[config.mk]
export PLATFORM = sky130hd
export DESIGN_NAME = positional_list_insert_delete
export DESIGN_NICKNAME = d
export VERILOG_FILES = /design/src/sv/pli_pkg.sv /design/src/sv/pli_mem.sv /design/src/sv/positional_list_insert_delete.sv
export SDC_FILE = /design/constraint.sdc
export NUM_CORES = 1
export LEC_CHECK = 0
export ABC_AREA = 1
export BUFFER_PORTS_ARGS = -buffer_cell sky130_fd_sc_hd__buf_2
export CAP_MARGIN = 10
export CORE_ASPECT_RATIO = 0.9
export CORE_MARGIN = 5
export CORE_UTILIZATION = 55
export DETAILED_ROUTE_END_ITERATION = 8
export PLACE_DENSITY = 0.72
export REMOVE_ABC_BUFFERS = 1
export SLEW_MARGIN = 30
export SYNTH_ARGS = -nofsm -noshare
export SYNTH_HDL_FRONTEND = slang
export SYNTH_SLANG_ARGS = --single-unit
[constraint.sdc]
create_clock -name clk -period 9.4 [get_ports clk]
set_input_delay 1.41 -clock clk [delete_from_list [all_inputs] [get_ports clk]]
set_output_delay 1.41 -clock clk [all_outputs]
set_load 0.05 [all_outputs]
[src/sv/pli_pkg.sv]
// ----------------------------------------------------------------------------
// pli_pkg
// Types and codes shared by the positional list modules.
// ----------------------------------------------------------------------------
package pli_pkg;
	localparam logic [1:0] REQ_INSERT = 2'd0;
	localparam logic [1:0] REQ_DELETE = 2'd1;
	localparam logic [1:0] REQ_READ   = 2'd2;
	localparam logic [1:0] ST_OK      = 2'd0;
	localparam logic [1:0] ST_BADPOS  = 2'd1;
	localparam logic [1:0] ST_FULL    = 2'd2;

	typedef struct packed {
		logic [1:0]         req_type;
		logic [7:0]         position;
		logic signed [31:0] value;
	} pli_req_t;

	typedef struct packed {
		logic [1:0]         status;
		logic signed [31:0] read_value;
		logic [7:0]         list_count;
	} pli_rsp_t;

	typedef enum logic [2:0] {
		S_IDLE, S_RD, S_SHIFT, S_READ, S_DONE
	} pli_state_t;

	// Memory port command from the sequencer to the element store.
	typedef struct packed {
		logic        rd_en;
		logic [7:0]  rd_addr;
		logic        wr_en;
		logic [7:0]  wr_addr;
		logic [31:0] wr_data;
	} pli_mem_cmd_t;
endpackage

[src/sv/pli_mem.sv]
// ----------------------------------------------------------------------------
// pli_mem
// Element store: one write port and one registered read port.
// ----------------------------------------------------------------------------
module pli_mem #(
	parameter int DEPTH = 16
) (
	input  logic                 clk,
	input  pli_pkg::pli_mem_cmd_t cmd,
	output logic [31:0]          rd_data
);
	import pli_pkg::*;
	localparam int AW = (DEPTH > 1) ? $clog2(DEPTH) : 1;

	logic [31:0] mem [DEPTH];

	always_ff @(posedge clk) begin
		if (cmd.wr_en)
			mem[cmd.wr_addr[AW-1:0]] <= cmd.wr_data;
		if (cmd.rd_en)
			rd_data <= mem[cmd.rd_addr[AW-1:0]];
	end
endmodule

[src/sv/positional_list_insert_delete.sv]
// ----------------------------------------------------------------------------
// positional_list_insert_delete
// Ordered list of signed 32-bit values with insert, delete and read by position.
// ----------------------------------------------------------------------------
// A request beat is taken when start is high and busy is low; exactly one result
// beat follows, on result for one cycle with done high, and it cannot be stalled.
// The elements live in a single-port-read, single-port-write memory, so an insert
// or delete moves one entry at a time: read it in S_RD, then write it back one
// slot over in S_SHIFT. Busy stays high from the accepting edge through the
// result cycle. An insert at position p shifts count-p+1 entries and a delete
// shifts count-p entries; a read passes S_RD, S_READ and S_DONE, and a rejected
// request S_RD and S_DONE. The next request can be accepted in the cycle after
// the result beat. The list is empty after reset; no clearing pass is needed.
module positional_list_insert_delete #(
	parameter int DEPTH = 16
) (
	input  logic              clk,
	input  logic              arst_n,
	input  logic              start,
	input  pli_pkg::pli_req_t req,
	output logic              busy,
	output logic              done,
	output pli_pkg::pli_rsp_t result
);
	import pli_pkg::*;

	pli_state_t   state_q, state_d;
	logic [7:0]   count_q;
	logic [7:0]   k_q;          // current shift index
	pli_req_t     req_q;
	pli_rsp_t     rsp_q;
	pli_mem_cmd_t cmd;
	logic [31:0]  rd_data;
	logic [7:0]   pos_m1;
	logic         pos_ok_ins, pos_ok_other;

	pli_mem #(.DEPTH(DEPTH)) u_mem (.clk(clk), .cmd(cmd), .rd_data(rd_data));

	assign pos_m1       = req_q.position - 8'd1;
	assign pos_ok_ins   = (req_q.position != 8'd0) &&
		({1'b0, req_q.position} <= {1'b0, count_q} + 9'd1);
	assign pos_ok_other = (req_q.position != 8'd0) && (req_q.position <= count_q);
	assign busy   = (state_q != S_IDLE);
	assign done   = (state_q == S_DONE);
	assign result = rsp_q;

	// Sequencer. Insert walks k from count down to pos, copying k-1 into k;
	// delete walks k from pos-1 up, copying k+1 into k.
	always_comb begin
		state_d = state_q;
		cmd     = '0;
		case (state_q)
			S_IDLE: if (start) state_d = S_RD;
			S_RD: begin
				// Decide the outcome; issue the next shift read, or the final insert write.
				state_d = S_DONE;
				if (req_q.req_type == REQ_READ && pos_ok_other) begin
					cmd.rd_en   = 1'b1;
					cmd.rd_addr = pos_m1;
					state_d     = S_READ;
				end else if (req_q.req_type == REQ_INSERT && pos_ok_ins &&
						count_q < 8'(DEPTH)) begin
					if (k_q > pos_m1) begin
						cmd.rd_en   = 1'b1;
						cmd.rd_addr = k_q - 8'd1;
						state_d     = S_SHIFT;
					end else begin
						cmd.wr_en   = 1'b1;
						cmd.wr_addr = pos_m1;
						cmd.wr_data = req_q.value;
					end
				end else if (req_q.req_type == REQ_DELETE && pos_ok_other) begin
					if (k_q + 8'd1 < count_q) begin
						cmd.rd_en   = 1'b1;
						cmd.rd_addr = k_q + 8'd1;
						state_d     = S_SHIFT;
					end
				end
			end
			S_SHIFT: begin
				cmd.wr_en   = 1'b1;
				cmd.wr_addr = k_q;
				cmd.wr_data = rd_data;
				state_d     = S_RD;
			end
			S_READ:  state_d = S_DONE;
			S_DONE:  state_d = S_IDLE;
			default: state_d = S_IDLE;
		endcase
	end

	always_ff @(posedge clk or negedge arst_n) begin
		if (!arst_n)
			state_q <= S_IDLE;
		else
			state_q <= state_d;
	end

	always_ff @(posedge clk or negedge arst_n) begin
		if (!arst_n) begin
			count_q <= 8'd0;
			k_q     <= 8'd0;
			req_q   <= '0;
			rsp_q   <= '0;
		end else begin
			if (state_q == S_IDLE && start) begin
				req_q <= req;
				k_q   <= (req.req_type == REQ_INSERT) ? count_q : req.position - 8'd1;
			end
			if (state_q == S_SHIFT)
				k_q <= (req_q.req_type == REQ_INSERT) ? k_q - 8'd1 : k_q + 8'd1;
			if (state_q == S_RD && state_d == S_DONE) begin
				rsp_q.read_value <= '0;
				rsp_q.status     <= ST_BADPOS;
				rsp_q.list_count <= count_q;
				if (req_q.req_type == REQ_INSERT && pos_ok_ins) begin
					if (count_q < 8'(DEPTH)) begin
						rsp_q.status     <= ST_OK;
						count_q          <= count_q + 8'd1;
						rsp_q.list_count <= count_q + 8'd1;
					end else
						rsp_q.status <= ST_FULL;
				end else if (req_q.req_type == REQ_DELETE && pos_ok_other) begin
					rsp_q.status     <= ST_OK;
					count_q          <= count_q - 8'd1;
					rsp_q.list_count <= count_q - 8'd1;
				end
			end
			if (state_q == S_READ) begin
				rsp_q.status     <= ST_OK;
				rsp_q.read_value <= rd_data;
				rsp_q.list_count <= count_q;
			end
		end
	end
endmodule

Yosys cells after proc, flatten, opt, wreduce, memory -nomap -nowiden
Memory sizes are Yosys's and may differ from the RTL's. A register that Yosys moved wholly into a read port is not among the register bits.
Index checks and enable logic that the tools add are counted.
Word-level totals
  register bits after elaboration: 103
  bits in writable memories: 512
  input port bits: 45
  word-level logic and storage cells: 75
  memories: 1
Memory list
  u_mem.mem: depth 16, width 32, rd ports 1, clocked after Yosys merged registers in 1, wr ports 1, RTL line pli_mem.sv:15  | logic [31:0] mem [DEPTH];
Cells by class
  add/subtract/negate cells: 7
  order comparisons: 5
  equal/unequal tests: 7
  multiplexer cells: 31
  reductions and logical operators: 15
Operators by type and width (number)
  $mux 41: 3
  $mux 42: 2
  $pmux 41 s2: 1
  $mux 8: 7
  $mux 9: 6
  $sub 8x1->8 const B: 4
  $mux 3: 6
  $add 8x1->8 const B: 2
  $pmux 3 s4: 1
  $add 8x1->9 const B: 1
  $le 8x9->1: 1
  $gt 8x8->1: 1
  $le 8x8->1: 1
  $logic_and 1x1->1: 8
  $lt 8x5->1 const B: 1
  $lt 8x8->1: 1
  $reduce_bool 8->1: 1
  $eq 3x2->1 const B: 2
  $eq 3x3->1 const B: 2
  $logic_not 2->1: 2
  $mux 2: 2
  $reduce_bool 2->1: 2
  $eq 3x1->1 const B: 1
  $logic_not 3->1: 1
  4 further kinds: 6

Logic depth before layout (Yosys ltp)
  depth after elaboration: 12
  depth in mapped cells: 26
  mapped depth without buffers: 24

By module
From an unflattened synthesis, not the netlist that was laid out.
Second synthesis, totals
  cell total of the unflattened synthesis: 2981
  area, all modules: 29791.1 sq um
By module, submodules not included
  pli_mem: instances 1, cells each 2120, area an instance 23050.9 sq um
  positional_list_insert_delete: instances 1, cells each 861, area an instance 6740.2 sq um

Least setup slack after synthesis
OpenSTA, ideal clock, no wires.
  path kind: reg-to-reg
  from: register count_q[0]
  to: memory u_mem.mem[14][0] (enable)
  arrival: 4.051 ns
  path slack: 4.928 ns
  cell stages (with the launch flop): 19
  cells stage by stage: dfrtp_1 > clkinv_1 > nor3_1 > inv_1 > nor2_1 > inv_1 > nor3_1 > xor2_1 > ha_1 > a21boi_0 > o21ai_1 > nand2_2 > nand2_4 > nand3_4 > nor3_4 > inv_2 > o22ai_1 > nand2_1 > nor2_1
On the way
  word-level cells in the longest chain between the ends: 10
  elaborated cells between the ends (all ways): 14
  those cells by class: add/sub (1); order compare (3); mux (5); reduce/logical (5)
RTL lines
  from (decl): RTL line positional_list_insert_delete.sv:28  | logic [7:0] count_q;
  from (signal assigned): RTL line positional_list_insert_delete.sv:119  | count_q <= count_q + 8'd1;
  from (signal assigned): RTL line positional_list_insert_delete.sv:125  | count_q <= count_q - 8'd1;
  $add 8x1->9: RTL line positional_list_insert_delete.sv:41  | ({1'b0, req_q.position} <= {1'b0, count_q} + 9'd1);
  $le 8x9->1: RTL line positional_list_insert_delete.sv:41
  $logic_and 1x1->1: RTL line positional_list_insert_delete.sv:40  | assign pos_ok_ins = (req_q.position != 8'd0) &&
  $logic_and 1x1->1 (2 in series): RTL line positional_list_insert_delete.sv:61  | end else if (req_q.req_type == REQ_INSERT && pos_ok_ins &&
  $mux 41: RTL line positional_list_insert_delete.sv:61
  $mux 41 (*): RTL line positional_list_insert_delete.sv:57  | if (req_q.req_type == REQ_READ && pos_ok_other) begin
  $pmux 41 s2 (*): RTL line positional_list_insert_delete.sv:52  | case (state_q)
  $mux 1: RTL line pli_mem.sv:18  | if (cmd.wr_en)
  $mux 1 (not written as such): RTL line pli_mem.sv:19  | mem[cmd.wr_addr[AW-1:0]] <= cmd.wr_data;
  to (decl): RTL line pli_mem.sv:15
Every way passes the cells marked *; elsewhere a longest branch is shown, timed or not.

Worst setup path in the final report
  from: register count_q[0]
  to: register u_mem.rd_data[2] (read register of u_mem.mem), data pin
On the way
  word-level cells in the longest chain between the ends: 8
  elaborated cells between the ends (all ways): 16
  those cells by class: add/sub (1); order compare (4); mux (5); reduce/logical (6)
RTL lines
  $add 8x1->9: RTL line positional_list_insert_delete.sv:41
  $le 8x9->1: RTL line positional_list_insert_delete.sv:41
  $logic_and 1x1->1: RTL line positional_list_insert_delete.sv:40
  $logic_and 1x1->1 (2 in series): RTL line positional_list_insert_delete.sv:61
  $mux 9: RTL line positional_list_insert_delete.sv:61
  $mux 9 (*): RTL line positional_list_insert_delete.sv:57
  $mux 9 (*): RTL line positional_list_insert_delete.sv:52
  to (decl): RTL line pli_mem.sv:10  | output logic [31:0] rd_data
Marked as above.
A chain may end at the register's enable or synchronous reset.

==> results.json <==
{
  "cts-buffers-inserted": 67,
  "floorplan.core_area_um2": 54300,
  "path_clk_slew_ns": 0.06,
  "largest_net_degree_at_the_start_of_global_routing": 175,
  "terminating_pin_of_the_worst_hold_path": "result[16]$_DFFE_PN0P_",
  "netlist_instances": 2870,
  "cp_data_arrival_time_ns": 6.12,
  "layout_commonest_cell": "sky130_fd_sc_hd__edfxtp_1",
  "unrepaired_setup_endpoints_after_global_routing": "no",
  "synth.top_cells.by_area": "sky130_fd_sc_hd__edfxtp_1 (54%), sky130_fd_sc_hd__dfrtp_1 (8.5%), sky130_fd_sc_hd__nand3_1 (7.8%), sky130_fd_sc_hd__inv_1 (6.1%), sky130_fd_sc_hd__nand4_1 (5.5%)",
  "timing.final.crit_share_pct": 60.0,
  "first_global_vias": 21000,
  "final.setup_skew_ns": 0.0296,
  "post_cts_buffers": 0,
  "drt-pass1-iter-count": 6,
  "grt_first_pass_wirelength_um": 119000,
  "cts_tree": "yes",
  "synth_seq_area_share_pct": 62.7,
  "max_slew.worst_pin.slew_ns": 0.974,
  "cts_resized": 0,
  "layout.cells.non_filler": 3676,
  "worst_hold_path_class": "reg2reg",
  "report.final.setup_viol": 0,
  "drive_gt1_share_pct": 15.4,
  "required_arrival_time_at_the_worst_endpoint_ns": 9.88,
  "number_of_enable_flip_flop_cells_after_synthesis": 544,
  "post_synth_num_cell_types": 45,
  "cellPowerDensity_nw_per_um2": 291,
  "antenna_found_initial": 0,
  "outcome": "complete, no violations",
  "drt-vias-per-instance": 5.86,
  "worstSkewPairLatency_ns": 0.62,
  "antennaDiodeCount": 0,
  "max_cap_viol_count": 0,
  "hold_depth": 2,
  "total_leakage_power_nw": 13.8,
  "critical_path.reg2reg.startpoint": "count_q[0]$_DFFE_PN0P_",
  "postSynthRegisterBits": 647,
  "globalRouteOverflowTotal": 0,
  "place_hpwl_um": 43400,
  "synth_ff_type": "sky130_fd_sc_hd__edfxtp_1",
  "crit_path_end_kind": "flip-flop",
  "post-synth-top-area-cell": "sky130_fd_sc_hd__edfxtp_1",
  "grt_use_total_pct": 25.2,
  "placedCellCount": 3552,
  "numPortBuffers": 88,
  "period_needed_ns": 5.64,
  "hold_violations": 0,
  "layout_common_cells": "sky130_fd_sc_hd__edfxtp_1 (544), sky130_fd_sc_hd__inv_1 (485), sky130_fd_sc_hd__nand3_1 (469)",
  "clock.fmax_mhz": 177,
  "nFillCells": 4174,
  "area_overhead_of_the_layout_relative_to_synthesis_pct": 12.3,
  "worstSetupPathType": "reg2reg",
  "horizontal_die_dimension_um": 257,
  "via_count": 21500,
  "synth_largest_type_area_fraction_pct": 54.2,
  "io-pin-count": 89,
  "drt-wirelength-per-cell_um": 20.7,
  "initial_drc_count": 2416,
  "floorplan.initialDensity_pct": 55.5,
  "critPathMaxFanout": 74,
  "die_height_um": 232,
  "timing.hold.worst.start": "result[16]$_DFFE_PN0P_",
  "slew-limit-headroom_pct": 35.1,
  "power.ir.vdd_worst_mv": 0.223,
  "reg2reg_setup_slack_ns": 3.76,
  "synth_warnings": 0,
  "final_net_count": 2999,
  "fin_max_slew_vios": 0,
  "r2r_end": "u_mem.rd_data[2]$_DFFE_PN_",
  "worst_setup_path_start_kind": "flip-flop",
  "numClockSinks": 647,
  "worst-r2r-cell-count": 25,
  "wirelength_um": 76000,
  "gp_congestion": 0.856,
  "syn_area_per_cell_um2": 10.5,
  "core.rowCount": 81,
  "holdBufCountCts": 0,
  "root_buffer": "sky130_fd_sc_hd__clkbuf_16",
  "syn-cell-area_um2": 30200,
  "antenna_violating_nets_left": 0,
  "finish.utilization_pct": 62.4,
  "h_tree_lvl_count": 3,
  "die_area_um2": 59600,
  "drc": 0,
  "cts_max_path_buffers": 3,
  "synth_async_sr_flop_share_pct": 15.9
}
[registers in the layout, indices dropped and copies added (netlist names)]
name,cells
u_mem.mem,512
req_q,42
result,42
u_mem.rd_data,32
count_q,8
k_q,8
state_q,3
[cells in the mapped netlist, types with 2 or more instances]
library cell	n
sky130_fd_sc_hd__a21oi_1	24
sky130_fd_sc_hd__a31oi_1	5
sky130_fd_sc_hd__buf_2	63
sky130_fd_sc_hd__buf_4	6
sky130_fd_sc_hd__buf_6	12
sky130_fd_sc_hd__clkbuf_1	101
sky130_fd_sc_hd__clkinv_1	4
sky130_fd_sc_hd__dfrtp_1	103
sky130_fd_sc_hd__edfxtp_1	544
sky130_fd_sc_hd__ha_1	38
sky130_fd_sc_hd__inv_1	487
sky130_fd_sc_hd__inv_2	6
sky130_fd_sc_hd__mux2_2	32
sky130_fd_sc_hd__nand2_1	333
sky130_fd_sc_hd__nand2_2	3
sky130_fd_sc_hd__nand2_4	3
sky130_fd_sc_hd__nand3_1	471
sky130_fd_sc_hd__nand3_2	3
sky130_fd_sc_hd__nand3_4	2
sky130_fd_sc_hd__nand4_1	263
sky130_fd_sc_hd__nor2_1	60
sky130_fd_sc_hd__nor2_2	3
sky130_fd_sc_hd__nor2_4	2
sky130_fd_sc_hd__nor3_1	9
sky130_fd_sc_hd__nor3_2	2
sky130_fd_sc_hd__o211ai_1	15
sky130_fd_sc_hd__o21ai_0	103
sky130_fd_sc_hd__o221ai_1	3
sky130_fd_sc_hd__o22ai_1	4
sky130_fd_sc_hd__or2_1	16
sky130_fd_sc_hd__or2_2	113
sky130_fd_sc_hd__xnor2_1	3
sky130_fd_sc_hd__xor2_1	22
[logic make-up (layout without fill, tap and decap cells)]
group / Yosys count / after routing / synth area share (%)
adders and majority gates: 38 / 38 / 1.58
DFF: 647 / 647 / 62.7
buffers and inverters: 681 / 782 / 9.15
AOI/OAI and AO/OA: 162 / 162 / 2.95
and+or+nand+nor: 1285 / 1285 / 21.7
xor gates and xnor gates: 25 / 25 / 0.726
muxes: 32 / 32 / 1.19
[critical path: stages (launching register included)]
cell                       delay (ns)
sky130_fd_sc_hd__dfrtp_1         0.43
sky130_fd_sc_hd__clkinv_1        0.27
sky130_fd_sc_hd__nor3_1          0.20
sky130_fd_sc_hd__inv_1           0.08
sky130_fd_sc_hd__nor2_1          0.09
sky130_fd_sc_hd__inv_1           0.08
sky130_fd_sc_hd__nor3_1          0.23
sky130_fd_sc_hd__xor2_1          0.12
sky130_fd_sc_hd__ha_1            0.30
sky130_fd_sc_hd__nand3_1         0.08
sky130_fd_sc_hd__a21oi_1         0.16
sky130_fd_sc_hd__nand2_1         0.09
sky130_fd_sc_hd__nand2_2         0.08
sky130_fd_sc_hd__nand2_4         0.08
sky130_fd_sc_hd__nand4_4         0.09
sky130_fd_sc_hd__nand3_4         0.35
sky130_fd_sc_hd__buf_16          0.33
sky130_fd_sc_hd__buf_12          0.19
sky130_fd_sc_hd__nand2_4         0.11
sky130_fd_sc_hd__clkinv_2        0.13
sky130_fd_sc_hd__nand2_4         0.72
sky130_fd_sc_hd__buf_4           0.72
sky130_fd_sc_hd__nand3_1         0.23
sky130_fd_sc_hd__nand3_1         0.13
sky130_fd_sc_hd__nand3_1         0.09
sky130_fd_sc_hd__nand2_1         0.10
[report_power, final]
| group | switching, mW | internal, mW | total, mW |
|---|---|---|---|
| logic | 2.47 | 0.971 | 3.44 |
| clock network | 1.12 | 1.65 | 2.77 |
| registers | 0.176 | 3.46 | 3.64 |
| total | 3.76 | 6.08 | 9.85 |
[cell type report]
class / instances / area, µm² / share of cell area [%]
Tap cell: 705 / 882 / 2.60
Timing Repair Buffer: 160 / 1240 / 3.66
Sequential cell: 647 / 18900 / 55.8
Inverter: 498 / 1880 / 5.56
Clock inverter: 34 / 418 / 1.23
Multi-Input combinational cell: 1542 / 8650 / 25.5
Clock buffer: 90 / 1900 / 5.60
[how the worst max path moves through the flow]
| stage | from | endpoint | slack (ns) | depth (start not counted) |
|---|---|---|---|---|
| global route | count_q[0]$_DFFE_PN0P_ | u_mem.rd_data[15]$_DFFE_PN_ | 3.37 | 24 |
| detailed placement | count_q[0]$_DFFE_PN0P_ | u_mem.rd_data[10]$_DFFE_PN_ | 3.66 | 26 |
| finish | count_q[0]$_DFFE_PN0P_ | u_mem.rd_data[2]$_DFFE_PN_ | 3.76 | 25 |
| floorplan | state_q[2]$_DFF_PN0_ | u_mem.rd_data[10]$_DFFE_PN_ | -4.48 | 7 |
| CTS | count_q[0]$_DFFE_PN0P_ | u_mem.rd_data[17]$_DFFE_PN_ | 3.65 | 26 |
| global placement | count_q[0]$_DFFE_PN0P_ | u_mem.rd_data[31]$_DFFE_PN_ | 3.47 | 24 |
[through the flow]
| stage | setup slack (ns) | hold WS (ns) | TNS [ns] | power, mW | instance area [µm²] |
|---|---|---|---|---|---|
| global route | 3.37 | 0.509 | 0 | 10.4 | 33900 |
| finish | 3.76 | 0.480 | 0 | 9.85 | 33900 |
| floorplan | -4.48 | 0.475 | -1669.50 | 6.03 | 29300 |
| global placement | 3.47 | 0.463 | 0 | 6.96 | 31200 |
| CTS | 3.65 | 0.484 | 0 | 9.85 | 33900 |
| detailed placement | 3.66 | 0.470 | 0 | 7.09 | 31600 |
[layer usage]
| metal | wire (µm) | GRT usage [%] |
|---|---|---|
| met3 | 5760 | 3.69 |
| met2 | 36200 | 41.5 |
| met4 | 2180 | 8.19 |
| met1 | 31900 | 35.2 |
| met5 | 0 | 0 |
Power figures use the tool's default switching activity.
